`src/design/sha256sb_pkg.sv`:
```
// shared constants, types and round functions of the single-block sha-256 unit
`default_nettype none

package sha256sb_pkg;

  localparam logic [5:0] MaxBytes   = 6'd55;
  localparam logic [5:0] LastRound  = 6'd63;
  localparam logic [2:0] LastWord   = 3'd7;
  localparam logic [7:0] PadByte    = 8'h80;
  localparam int unsigned OutTdataW = 40;

  localparam logic [0:7][31:0] InitHash = {
    32'h6a09e667, 32'hbb67ae85, 32'h3c6ef372, 32'ha54ff53a,
    32'h510e527f, 32'h9b05688c, 32'h1f83d9ab, 32'h5be0cd19
  };

  localparam logic [0:63][31:0] RoundK = {
    32'h428a2f98, 32'h71374491, 32'hb5c0fbcf, 32'he9b5dba5,
    32'h3956c25b, 32'h59f111f1, 32'h923f82a4, 32'hab1c5ed5,
    32'hd807aa98, 32'h12835b01, 32'h243185be, 32'h550c7dc3,
    32'h72be5d74, 32'h80deb1fe, 32'h9bdc06a7, 32'hc19bf174,
    32'he49b69c1, 32'hefbe4786, 32'h0fc19dc6, 32'h240ca1cc,
    32'h2de92c6f, 32'h4a7484aa, 32'h5cb0a9dc, 32'h76f988da,
    32'h983e5152, 32'ha831c66d, 32'hb00327c8, 32'hbf597fc7,
    32'hc6e00bf3, 32'hd5a79147, 32'h06ca6351, 32'h14292967,
    32'h27b70a85, 32'h2e1b2138, 32'h4d2c6dfc, 32'h53380d13,
    32'h650a7354, 32'h766a0abb, 32'h81c2c92e, 32'h92722c85,
    32'ha2bfe8a1, 32'ha81a664b, 32'hc24b8b70, 32'hc76c51a3,
    32'hd192e819, 32'hd6990624, 32'hf40e3585, 32'h106aa070,
    32'h19a4c116, 32'h1e376c08, 32'h2748774c, 32'h34b0bcb5,
    32'h391c0cb3, 32'h4ed8aa4a, 32'h5b9cca4f, 32'h682e6ff3,
    32'h748f82ee, 32'h78a5636f, 32'h84c87814, 32'h8cc70208,
    32'h90befffa, 32'ha4506ceb, 32'hbef9a3f7, 32'hc67178f2
  };

  typedef enum logic [4:0] {
    StIdle  = 5'b00001,
    StPad   = 5'b00010,
    StRound = 5'b00100,
    StFold  = 5'b01000,
    StOut   = 5'b10000
  } state_e;

  // datapath commands from the sequencer
  typedef struct packed {
    logic wr_byte;
    logic pad;
    logic round;
    logic fold;
    logic shift_out;
    logic clear;
  } ctrl_t;

  function automatic logic [31:0] rotr(input logic [31:0] x, input int unsigned n);
    rotr = (x >> n) | (x << (32 - n));
  endfunction

  function automatic logic [31:0] big_sig0(input logic [31:0] x);
    big_sig0 = rotr(x, 2) ^ rotr(x, 13) ^ rotr(x, 22);
  endfunction

  function automatic logic [31:0] big_sig1(input logic [31:0] x);
    big_sig1 = rotr(x, 6) ^ rotr(x, 11) ^ rotr(x, 25);
  endfunction

  function automatic logic [31:0] small_sig0(input logic [31:0] x);
    small_sig0 = rotr(x, 7) ^ rotr(x, 18) ^ (x >> 3);
  endfunction

  function automatic logic [31:0] small_sig1(input logic [31:0] x);
    small_sig1 = rotr(x, 17) ^ rotr(x, 19) ^ (x >> 10);
  endfunction

endpackage

`default_nettype wire

```
`src/design/sha256sb_core.sv`:
```
// message window, schedule and compression round datapath, one round per cycle
`default_nettype none

module sha256sb_core (
  input  wire                  clk_i,
  input  wire                  rst_ni,
  input  sha256sb_pkg::ctrl_t  ctrl_i,
  input  wire  [7:0]           byte_i,
  input  wire  [5:0]           cnt_i,
  input  wire  [5:0]           rnd_i,
  output logic [31:0]          word_o
);

  logic [31:0] w_q  [16];
  logic [31:0] w_d  [16];
  logic [31:0] st_q [8];
  logic [31:0] st_d [8];

  logic [4:0]  lane_bit;
  logic [31:0] w_new;
  logic [31:0] t1;
  logic [31:0] t2;
  logic [31:0] ch;
  logic [31:0] maj;

  // byte 0 of a word sits in its top lane
  assign lane_bit = {2'd3 - cnt_i[1:0], 3'b000};

  assign w_new = w_q[0] + sha256sb_pkg::small_sig0(w_q[1]) + w_q[9]
               + sha256sb_pkg::small_sig1(w_q[14]);

  assign ch  = (st_q[4] & st_q[5]) ^ (~st_q[4] & st_q[6]);
  assign maj = (st_q[0] & st_q[1]) ^ (st_q[0] & st_q[2]) ^ (st_q[1] & st_q[2]);
  assign t1  = st_q[7] + sha256sb_pkg::big_sig1(st_q[4]) + ch
             + sha256sb_pkg::RoundK[rnd_i] + w_q[0];
  assign t2  = sha256sb_pkg::big_sig0(st_q[0]) + maj;

  always_comb begin
    w_d = w_q;
    if (ctrl_i.clear) begin
      for (int i = 0; i < 16; i++) begin
        w_d[i] = '0;
      end
    end else if (ctrl_i.wr_byte) begin
      w_d[cnt_i[5:2]][lane_bit +: 8] = byte_i;
    end else if (ctrl_i.pad) begin
      w_d[cnt_i[5:2]][lane_bit +: 8] = sha256sb_pkg::PadByte;
      w_d[15] = {23'd0, cnt_i, 3'b000};
    end else if (ctrl_i.round) begin
      for (int i = 0; i < 15; i++) begin
        w_d[i] = w_q[i+1];
      end
      w_d[15] = w_new;
    end
  end

  always_comb begin
    st_d = st_q;
    if (ctrl_i.pad) begin
      for (int i = 0; i < 8; i++) begin
        st_d[i] = sha256sb_pkg::InitHash[i];
      end
    end else if (ctrl_i.round) begin
      st_d[7] = st_q[6];
      st_d[6] = st_q[5];
      st_d[5] = st_q[4];
      st_d[4] = st_q[3] + t1;
      st_d[3] = st_q[2];
      st_d[2] = st_q[1];
      st_d[1] = st_q[0];
      st_d[0] = t1 + t2;
    end else if (ctrl_i.fold) begin
      for (int i = 0; i < 8; i++) begin
        st_d[i] = st_q[i] + sha256sb_pkg::InitHash[i];
      end
    end else if (ctrl_i.shift_out) begin
      for (int i = 0; i < 7; i++) begin
        st_d[i] = st_q[i+1];
      end
      st_d[7] = '0;
    end
  end

  // window must start at zero, so it is reset and cleared after each message
  always_ff @(posedge clk_i or negedge rst_ni) begin
    if (!rst_ni) begin
      for (int i = 0; i < 16; i++) begin
        w_q[i] <= '0;
      end
    end else begin
      w_q <= w_d;
    end
  end

  always_ff @(posedge clk_i) begin
    st_q <= st_d;
  end

  assign word_o = st_q[0];

endmodule

`default_nettype wire

```
`src/design/sha256_single_block_hash_unit.sv`:
```
// top level: byte collector, round sequencer and digest output of the sha-256 unit
//
//  channel   dir  tdata                                       tuser         tlast
//  s_axis    in   [7:0] data_byte                             has_byte      last
//  m_axis    out  [31:0] digest_word, [34:32] word_index      length_error  last_word
//
// one byte is taken per cycle while collecting; a tlast request of a message that fits
// goes through a pad step, the compression rounds of the round unit and a fold step, then
// 8 digest words leave one per cycle when m_axis_tready_i is high; an overflowed
// message goes straight to its single error word in the next cycle.
// input is not ready from the tlast request until the final word is taken.
// output stalls hold the word in place; reset clears the buffer, count and flags.
`default_nettype none

module sha256_single_block_hash_unit (
  input  wire         clk_i,
  input  wire         rst_ni,
  input  wire         s_axis_tvalid_i,
  output logic        s_axis_tready_o,
  input  wire  [7:0]  s_axis_tdata_i,   // [7:0] data_byte
  input  wire         s_axis_tuser_i,   // [0] has_byte
  input  wire         s_axis_tlast_i,
  output logic        m_axis_tvalid_o,
  input  wire         m_axis_tready_i,
  output logic [sha256sb_pkg::OutTdataW-1:0] m_axis_tdata_o,  // [31:0] digest_word,
                                                             // [34:32] word_index
  output logic        m_axis_tuser_o,   // [0] length_error
  output logic        m_axis_tlast_o
);

  sha256sb_pkg::state_e state_q, state_d;
  sha256sb_pkg::ctrl_t  ctrl;

  logic [5:0]  cnt_q, cnt_d;
  logic        ovf_q, ovf_d;
  logic [5:0]  rnd_q, rnd_d;
  logic [2:0]  widx_q, widx_d;
  logic        err_q, err_d;
  logic [31:0] word;
  logic        in_acc;
  logic        out_acc;
  logic        room;

  assign in_acc  = s_axis_tvalid_i & s_axis_tready_o;
  assign out_acc = m_axis_tvalid_o & m_axis_tready_i;
  assign room    = (cnt_q != sha256sb_pkg::MaxBytes);

  always_comb begin
    state_d = state_q;
    cnt_d   = cnt_q;
    ovf_d   = ovf_q;
    rnd_d   = rnd_q;
    widx_d  = widx_q;
    err_d   = err_q;
    ctrl    = '0;
    unique case (state_q)
      sha256sb_pkg::StIdle: begin
        if (in_acc) begin
          if (s_axis_tuser_i) begin
            if (room) begin
              ctrl.wr_byte = 1'b1;
              cnt_d        = cnt_q + 6'd1;
            end else begin
              ovf_d = 1'b1;
            end
          end
          if (s_axis_tlast_i) begin
            widx_d = '0;
            rnd_d  = '0;
            if (ovf_d) begin
              err_d   = 1'b1;
              state_d = sha256sb_pkg::StOut;
            end else begin
              state_d = sha256sb_pkg::StPad;
            end
          end
        end
      end
      sha256sb_pkg::StPad: begin
        ctrl.pad = 1'b1;
        state_d  = sha256sb_pkg::StRound;
      end
      sha256sb_pkg::StRound: begin
        ctrl.round = 1'b1;
        rnd_d      = rnd_q + 6'd1;
        if (rnd_q == sha256sb_pkg::LastRound) begin
          state_d = sha256sb_pkg::StFold;
        end
      end
      sha256sb_pkg::StFold: begin
        ctrl.fold = 1'b1;
        state_d   = sha256sb_pkg::StOut;
      end
      sha256sb_pkg::StOut: begin
        if (out_acc) begin
          if (err_q || widx_q == sha256sb_pkg::LastWord) begin
            ctrl.clear = 1'b1;
            cnt_d      = '0;
            ovf_d      = 1'b0;
            err_d      = 1'b0;
            widx_d     = '0;
            state_d    = sha256sb_pkg::StIdle;
          end else begin
            ctrl.shift_out = 1'b1;
            widx_d         = widx_q + 3'd1;
          end
        end
      end
      default: begin
        state_d = sha256sb_pkg::StIdle;
      end
    endcase
  end

  always_ff @(posedge clk_i or negedge rst_ni) begin
    if (!rst_ni) begin
      state_q <= sha256sb_pkg::StIdle;
      cnt_q   <= '0;
      ovf_q   <= 1'b0;
      rnd_q   <= '0;
      widx_q  <= '0;
      err_q   <= 1'b0;
    end else begin
      state_q <= state_d;
      cnt_q   <= cnt_d;
      ovf_q   <= ovf_d;
      rnd_q   <= rnd_d;
      widx_q  <= widx_d;
      err_q   <= err_d;
    end
  end

  sha256sb_core u_core (
    .clk_i  (clk_i),
    .rst_ni (rst_ni),
    .ctrl_i (ctrl),
    .byte_i (s_axis_tdata_i),
    .cnt_i  (cnt_q),
    .rnd_i  (rnd_q),
    .word_o (word)
  );

  assign s_axis_tready_o = (state_q == sha256sb_pkg::StIdle);
  assign m_axis_tvalid_o = (state_q == sha256sb_pkg::StOut);
  assign m_axis_tdata_o  = {5'd0, widx_q, (err_q ? 32'd0 : word)};
  assign m_axis_tuser_o  = err_q;
  assign m_axis_tlast_o  = err_q | (widx_q == sha256sb_pkg::LastWord);

  a_state_onehot: assert property (@(posedge clk_i) disable iff (!rst_ni)
    $onehot(state_q))
    else $error("state register not one-hot");

  a_cnt_bound: assert property (@(posedge clk_i) disable iff (!rst_ni)
    cnt_q <= sha256sb_pkg::MaxBytes)
    else $error("byte count beyond limit");

  a_err_single: assert property (@(posedge clk_i) disable iff (!rst_ni)
    (m_axis_tvalid_o && m_axis_tuser_o) |-> (m_axis_tlast_o && widx_q == 3'd0))
    else $error("error result not a single last word");

  a_rounds_end: assert property (@(posedge clk_i) disable iff (!rst_ni)
    (state_q == sha256sb_pkg::StRound && rnd_q == sha256sb_pkg::LastRound)
      |=> state_q == sha256sb_pkg::StFold)
    else $error("round count did not end in fold");

  a_clear_after: assert property (@(posedge clk_i) disable iff (!rst_ni)
    (out_acc && m_axis_tlast_o) |=> (cnt_q == 6'd0 && !ovf_q && s_axis_tready_o))
    else $error("message state not cleared after last word");

endmodule

`default_nettype wire

```
`config.mk`:
```
export PLATFORM = sky130hd
export DESIGN_NAME = sha256_single_block_hash_unit
export DESIGN_NICKNAME = d
export VERILOG_FILES = /design/src/design/sha256sb_pkg.sv /design/src/design/sha256sb_core.sv /design/src/design/sha256_single_block_hash_unit.sv
export SDC_FILE = /design/constraint.sdc
export NUM_CORES = 2
export LEC_CHECK = 0
export BUFFER_PORTS_ARGS = -buffer_cell sky130_fd_sc_hd__buf_4
export CORE_ASPECT_RATIO = 1.75
export CORE_UTILIZATION = 40
export CTS_BUF_LIST = sky130_fd_sc_hd__clkbuf_16
export CTS_CLUSTER_SIZE = 28
export DETAILED_ROUTE_END_ITERATION = 8
export PLACE_DENSITY_LB_ADDON = 0.1
export SYNTH_ARGS = -nofsm -noshare
export SYNTH_HDL_FRONTEND = slang
export SYNTH_SLANG_ARGS = --single-unit
```
`constraint.sdc`:
```
create_clock -name clk_i -period 22.8 [get_ports clk_i]
set_clock_uncertainty 0.1 [all_clocks]
set_input_delay 4.56 -clock clk_i [delete_from_list [all_inputs] [get_ports clk_i]]
set_output_delay 4.56 -clock clk_i [all_outputs]
set_load 0.03 [all_outputs]
```
==> impl_metrics.xml <==
<?xml version="1.0" encoding="UTF-8"?>
<metrics>
  <group name="synth">
    <metric name="synth.cell_area" unit="um^2">57500</metric>
    <metric name="ys_warn_count" unit="">0</metric>
    <metric name="avgSynthCellArea" unit="um^2">8.28</metric>
    <metric name="yosys.area_share.simple" unit="%">15.0</metric>
    <metric name="post_synth_fa_ha_maj_area_fraction" unit="%">10.4</metric>
    <metric name="seq_area_frac_synth" unit="%">32.1</metric>
    <metric name="dominantRegCellSynth" unit="">dfrtp_1</metric>
    <metric name="synth_seq_cells" unit="">790</metric>
    <metric name="post_synthesis_compound_gate_area_fraction" unit="%">29.5</metric>
    <metric name="yosysUniqueCellTypes" unit="">108</metric>
    <metric name="synth_enable_flop_cells" unit="">0</metric>
    <metric name="yosys-mux-area-fraction" unit="%">1.31</metric>
    <metric name="synth_xor_xnor_area_share" unit="%">6.42</metric>
    <metric name="main_combinational_cell_family_by_area_after_synthesis" unit="">compound AO/OA/AOI/OAI gates</metric>
    <metric name="async_flop_share" unit="%">67.6</metric>
    <metric name="synthesis.instances" unit="">6954</metric>
  </group>
  <group name="global_route">
    <metric name="grt.overflow.total" unit="">0</metric>
    <metric name="maximum_number_of_pins_on_one_net_before_global_route_repair" unit="">209</metric>
    <metric name="antenna_found_initial" unit="">6</metric>
    <metric name="grt_first_pass_wirelength" unit="um">378000</metric>
    <metric name="grt.total_usage" unit="%">35.4</metric>
    <metric name="grt_pass1_vias" unit="">54998</metric>
  </group>
  <group name="placement">
    <metric name="place_worst_setup_slack" unit="ns">12.07</metric>
    <metric name="post-dp-hpwl" unit="um">188000</metric>
    <metric name="gp_routability_congestion" unit="">1.07</metric>
    <metric name="number_of_input_and_output_port_buffers_inserted" unit="">52</metric>
  </group>
  <group name="worst_setup_path">
    <metric name="worst-endpoint-required" unit="ns">23.33</metric>
    <metric name="cp.arrival" unit="ns">11.36</metric>
    <metric name="critical_path_peak_fanout" unit="">20</metric>
    <metric name="cp_slowest_cell" unit="">ha_1</metric>
    <metric name="crit_type" unit="">flip-flop to flip-flop</metric>
    <metric name="critical_path.endpoint_type" unit="">flip-flop</metric>
    <metric name="critPathMaxStageDelay" unit="ns">0.78</metric>
    <metric name="setup.worst_path.start_class" unit="">flip-flop</metric>
  </group>
  <group name="drt">
    <metric name="drtPass1Iterations" unit="">6</metric>
    <metric name="dr_wl_cell" unit="um">30.2</metric>
    <metric name="postRouteWirelength" unit="um">260000</metric>
    <metric name="remaining_antenna_violation_count_after_routing" unit="">0</metric>
    <metric name="post-route-drc-count" unit="">0</metric>
    <metric name="drtIter0Drc" unit="">4331</metric>
    <metric name="via_per_inst" unit="">6.29</metric>
    <metric name="detailroute.via_count" unit="">54201</metric>
  </group>
  <group name="clocking">
    <metric name="cts.sink_count" unit="">790</metric>
    <metric name="insertion_delay" unit="ns">0.74</metric>
    <metric name="resize_count_post_cts" unit="">0</metric>
    <metric name="post_cts_hold_fix_bufs" unit="">0</metric>
    <metric name="cts_h_tree_lvls" unit="">3</metric>
    <metric name="cts_tree" unit="">built</metric>
    <metric name="clockBufferDepth" unit="">3</metric>
    <metric name="cts-buffers-inserted" unit="">86</metric>
    <metric name="cts_setup_buffers" unit="">0</metric>
    <metric name="clk_transition_reported_paths" unit="ns">0.06</metric>
    <metric name="cts-root-buf" unit="">clkbuf_16</metric>
  </group>
  <group name="hold_path">
    <metric name="timing.hold.worst.class" unit="">flip-flop to flip-flop</metric>
  </group>
  <group name="timing">
    <metric name="maxSlewHeadroom" unit="%">5.02</metric>
    <metric name="rsz0062_at_grt" unit="">false</metric>
    <metric name="post-route-period-util" unit="%">47.5</metric>
    <metric name="hold_viol_final" unit="">0</metric>
    <metric name="maxSlewViolCount" unit="">0</metric>
    <metric name="post-route-worst-setup-slack" unit="ns">11.96</metric>
    <metric name="setup-tns-final" unit="ns">0</metric>
    <metric name="fmaxAchievable" unit="GHz">0.0923</metric>
    <metric name="fin_crit" unit="ns">10.84</metric>
    <metric name="setup_viol_count_final" unit="">0</metric>
    <metric name="worst_margin_slew" unit="ns">1.41</metric>
  </group>
  <group name="floorplan">
    <metric name="die_w" unit="um">289</metric>
    <metric name="rows" unit="">183</metric>
    <metric name="core_area" unit="um^2">142000</metric>
    <metric name="design.portCount" unit="">58</metric>
    <metric name="chipHeight" unit="um">504</metric>
    <metric name="initial_core_util" unit="%">40.4</metric>
    <metric name="floorplan.die_area" unit="um^2">145000</metric>
  </group>
  <group name="layout">
    <metric name="final_net_count" unit="">7052</metric>
    <metric name="syn_to_final_growth" unit="%">7.82</metric>
    <metric name="layout.cells.most_common_list" unit="">nand2_1, o21ai_0, dfrtp_1</metric>
    <metric name="drive_gt1_share" unit="%">6.70</metric>
    <metric name="layout_commonest_cell" unit="">nand2_1</metric>
    <metric name="finalCoreUtilization" unit="%">43.6</metric>
  </group>
  <group name="job">
    <metric name="drv_cap" unit="">0</metric>
  </group>
  <group name="status">
    <metric name="result_of_the_run" unit="">complete, no violations</metric>
  </group>
</metrics>
-- worst max-delay path: cells and delay by family (launching register included) --
kind / cells / cell delay, ns
buffers and inverters: 4 / 1.00
adder cells (fa/ha/maj): 7 / 3.02
flip-flops: 1 / 0.76
AO/OA/AOI/OAI: 17 / 3.95
XOR/XNOR: 1 / 0.18
AND/OR/NAND/NOR: 5 / 1.69
-- worst paths after layout --
check | from | to | slack [ns] | cells past startpoint
hold / removal | u_core.w_q[65] | u_core.w_q[65] | 0.39 | 2
min in group asynchronous | rst_ni | u_core.w_q[322] | 3.81 | 1
max in group asynchronous | rst_ni | u_core.w_q[432] | 15.51 | 4
setup reg to reg | rnd_q[1] | u_core.word_o[29] | 11.96 | 34
hold reg to reg | u_core.w_q[65] | u_core.w_q[65] | 0.39 | 2
setup / recovery | rnd_q[1] | u_core.word_o[29] | 11.96 | 34
-- state kept, by name, summed over array words and instances (netlist names) --
register and cells:
rnd_q 6, u_core.st_q 224, m_axis_tuser_o 1, state_q 5, ovf_q 1, u_core.word_o 32, u_core.w_q 512, cnt_q 6
widx_q 3
-- area by class of cell --
class                      count  area [um^2]
clock buffer                  86         2150
multi-input combinational   5392        36200
tap                         1850         2310
timing repair buffer         176         1420
clock inverter                70          513
sequential                   790        18500
antenna                        4         10.0
inverter                     245          920
fill                       14399        80400
-- cells by family after synthesis --
group	count (synthesis)
xor gates and xnor gates	419
adders and majority gates	370
muxes	59
buffers and inverters	776
DFF	790
and+or+nand+nor	1990
other	1
AOI/OAI and AO/OA	2549
-- stage by stage --
| stage | cells | instance area (um^2) | hold WS [ns] |
|---|---|---|---|
| finish | 8613 | 62100 | 0.393 |
| global route | 8611 | 62000 | 0.410 |
| CTS | 8609 | 62000 | 0.391 |
| detailed placement | 8453 | 59400 | 0.370 |
| global placement | 8453 | 59400 | 0.370 |
| floorplan | 6958 | 57600 | 0.348 |
-- Yosys cell counts (17+ instances only) --
cell type | instances | share of area [%]
xor2_1 | 96 | 1.5
xnor2_1 | 321 | 4.9
a221oi_1 | 80 | 1.2
a21boi_0 | 17 | 0.22
mux2i_1 | 29 | 0.50
mux2_2 | 19 | 0.37
nand3_1 | 105 | 0.91
a211oi_1 | 44 | 0.57
buf_1 | 47 | 0.31
nor2b_1 | 57 | 0.62
and2_1 | 20 | 0.22
o211ai_1 | 54 | 0.70
o22ai_1 | 36 | 0.39
a22oi_1 | 63 | 0.82
inv_1 | 241 | 1.6
o221ai_1 | 30 | 0.46
nor2_2 | 26 | 0.28
nand2b_1 | 38 | 0.41
ha_1 | 160 | 3.5
or3_1 | 23 | 0.25
o21ai_0 | 919 | 8.0
nand4_1 | 17 | 0.18
nor2_1 | 405 | 2.6
a21o_1 | 95 | 1.2
or2_2 | 19 | 0.21
and3_1 | 30 | 0.33
clkbuf_1 | 409 | 2.7
a222oi_1 | 22 | 0.38
dfrtp_1 | 533 | 23
a21oi_1 | 373 | 3.2
nor3_1 | 93 | 0.81
o31ai_1 | 20 | 0.26
a31oi_1 | 54 | 0.59
maj3_1 | 23 | 0.40
a22o_1 | 491 | 7.5
nand2_1 | 1088 | 7.1
fa_1 | 187 | 6.5
a211o_1 | 17 | 0.26
buf_2 | 64 | 0.56
a221o_1 | 28 | 0.49
dfxtp_1 | 256 | 8.9
o21a_1 | 43 | 0.56
-- routing by layer --
layer | GRT usage (%) | wire length [um] | share of wire, % | up-vias
met5 | 0 | 35 | 0.013 | -
met4 | 34.3 | 30200 | 12 | 6
met3 | 5.48 | 13400 | 5.1 | 875
met2 | 62.5 | 132000 | 51 | 2085
met1 | 34.5 | 84800 | 33 | 26835
li1 | - | - | - | 24400
Power is left out: the tool's default activity adds up to more than one toggle a clock period on the data nets, which glitch-free logic cannot reach.
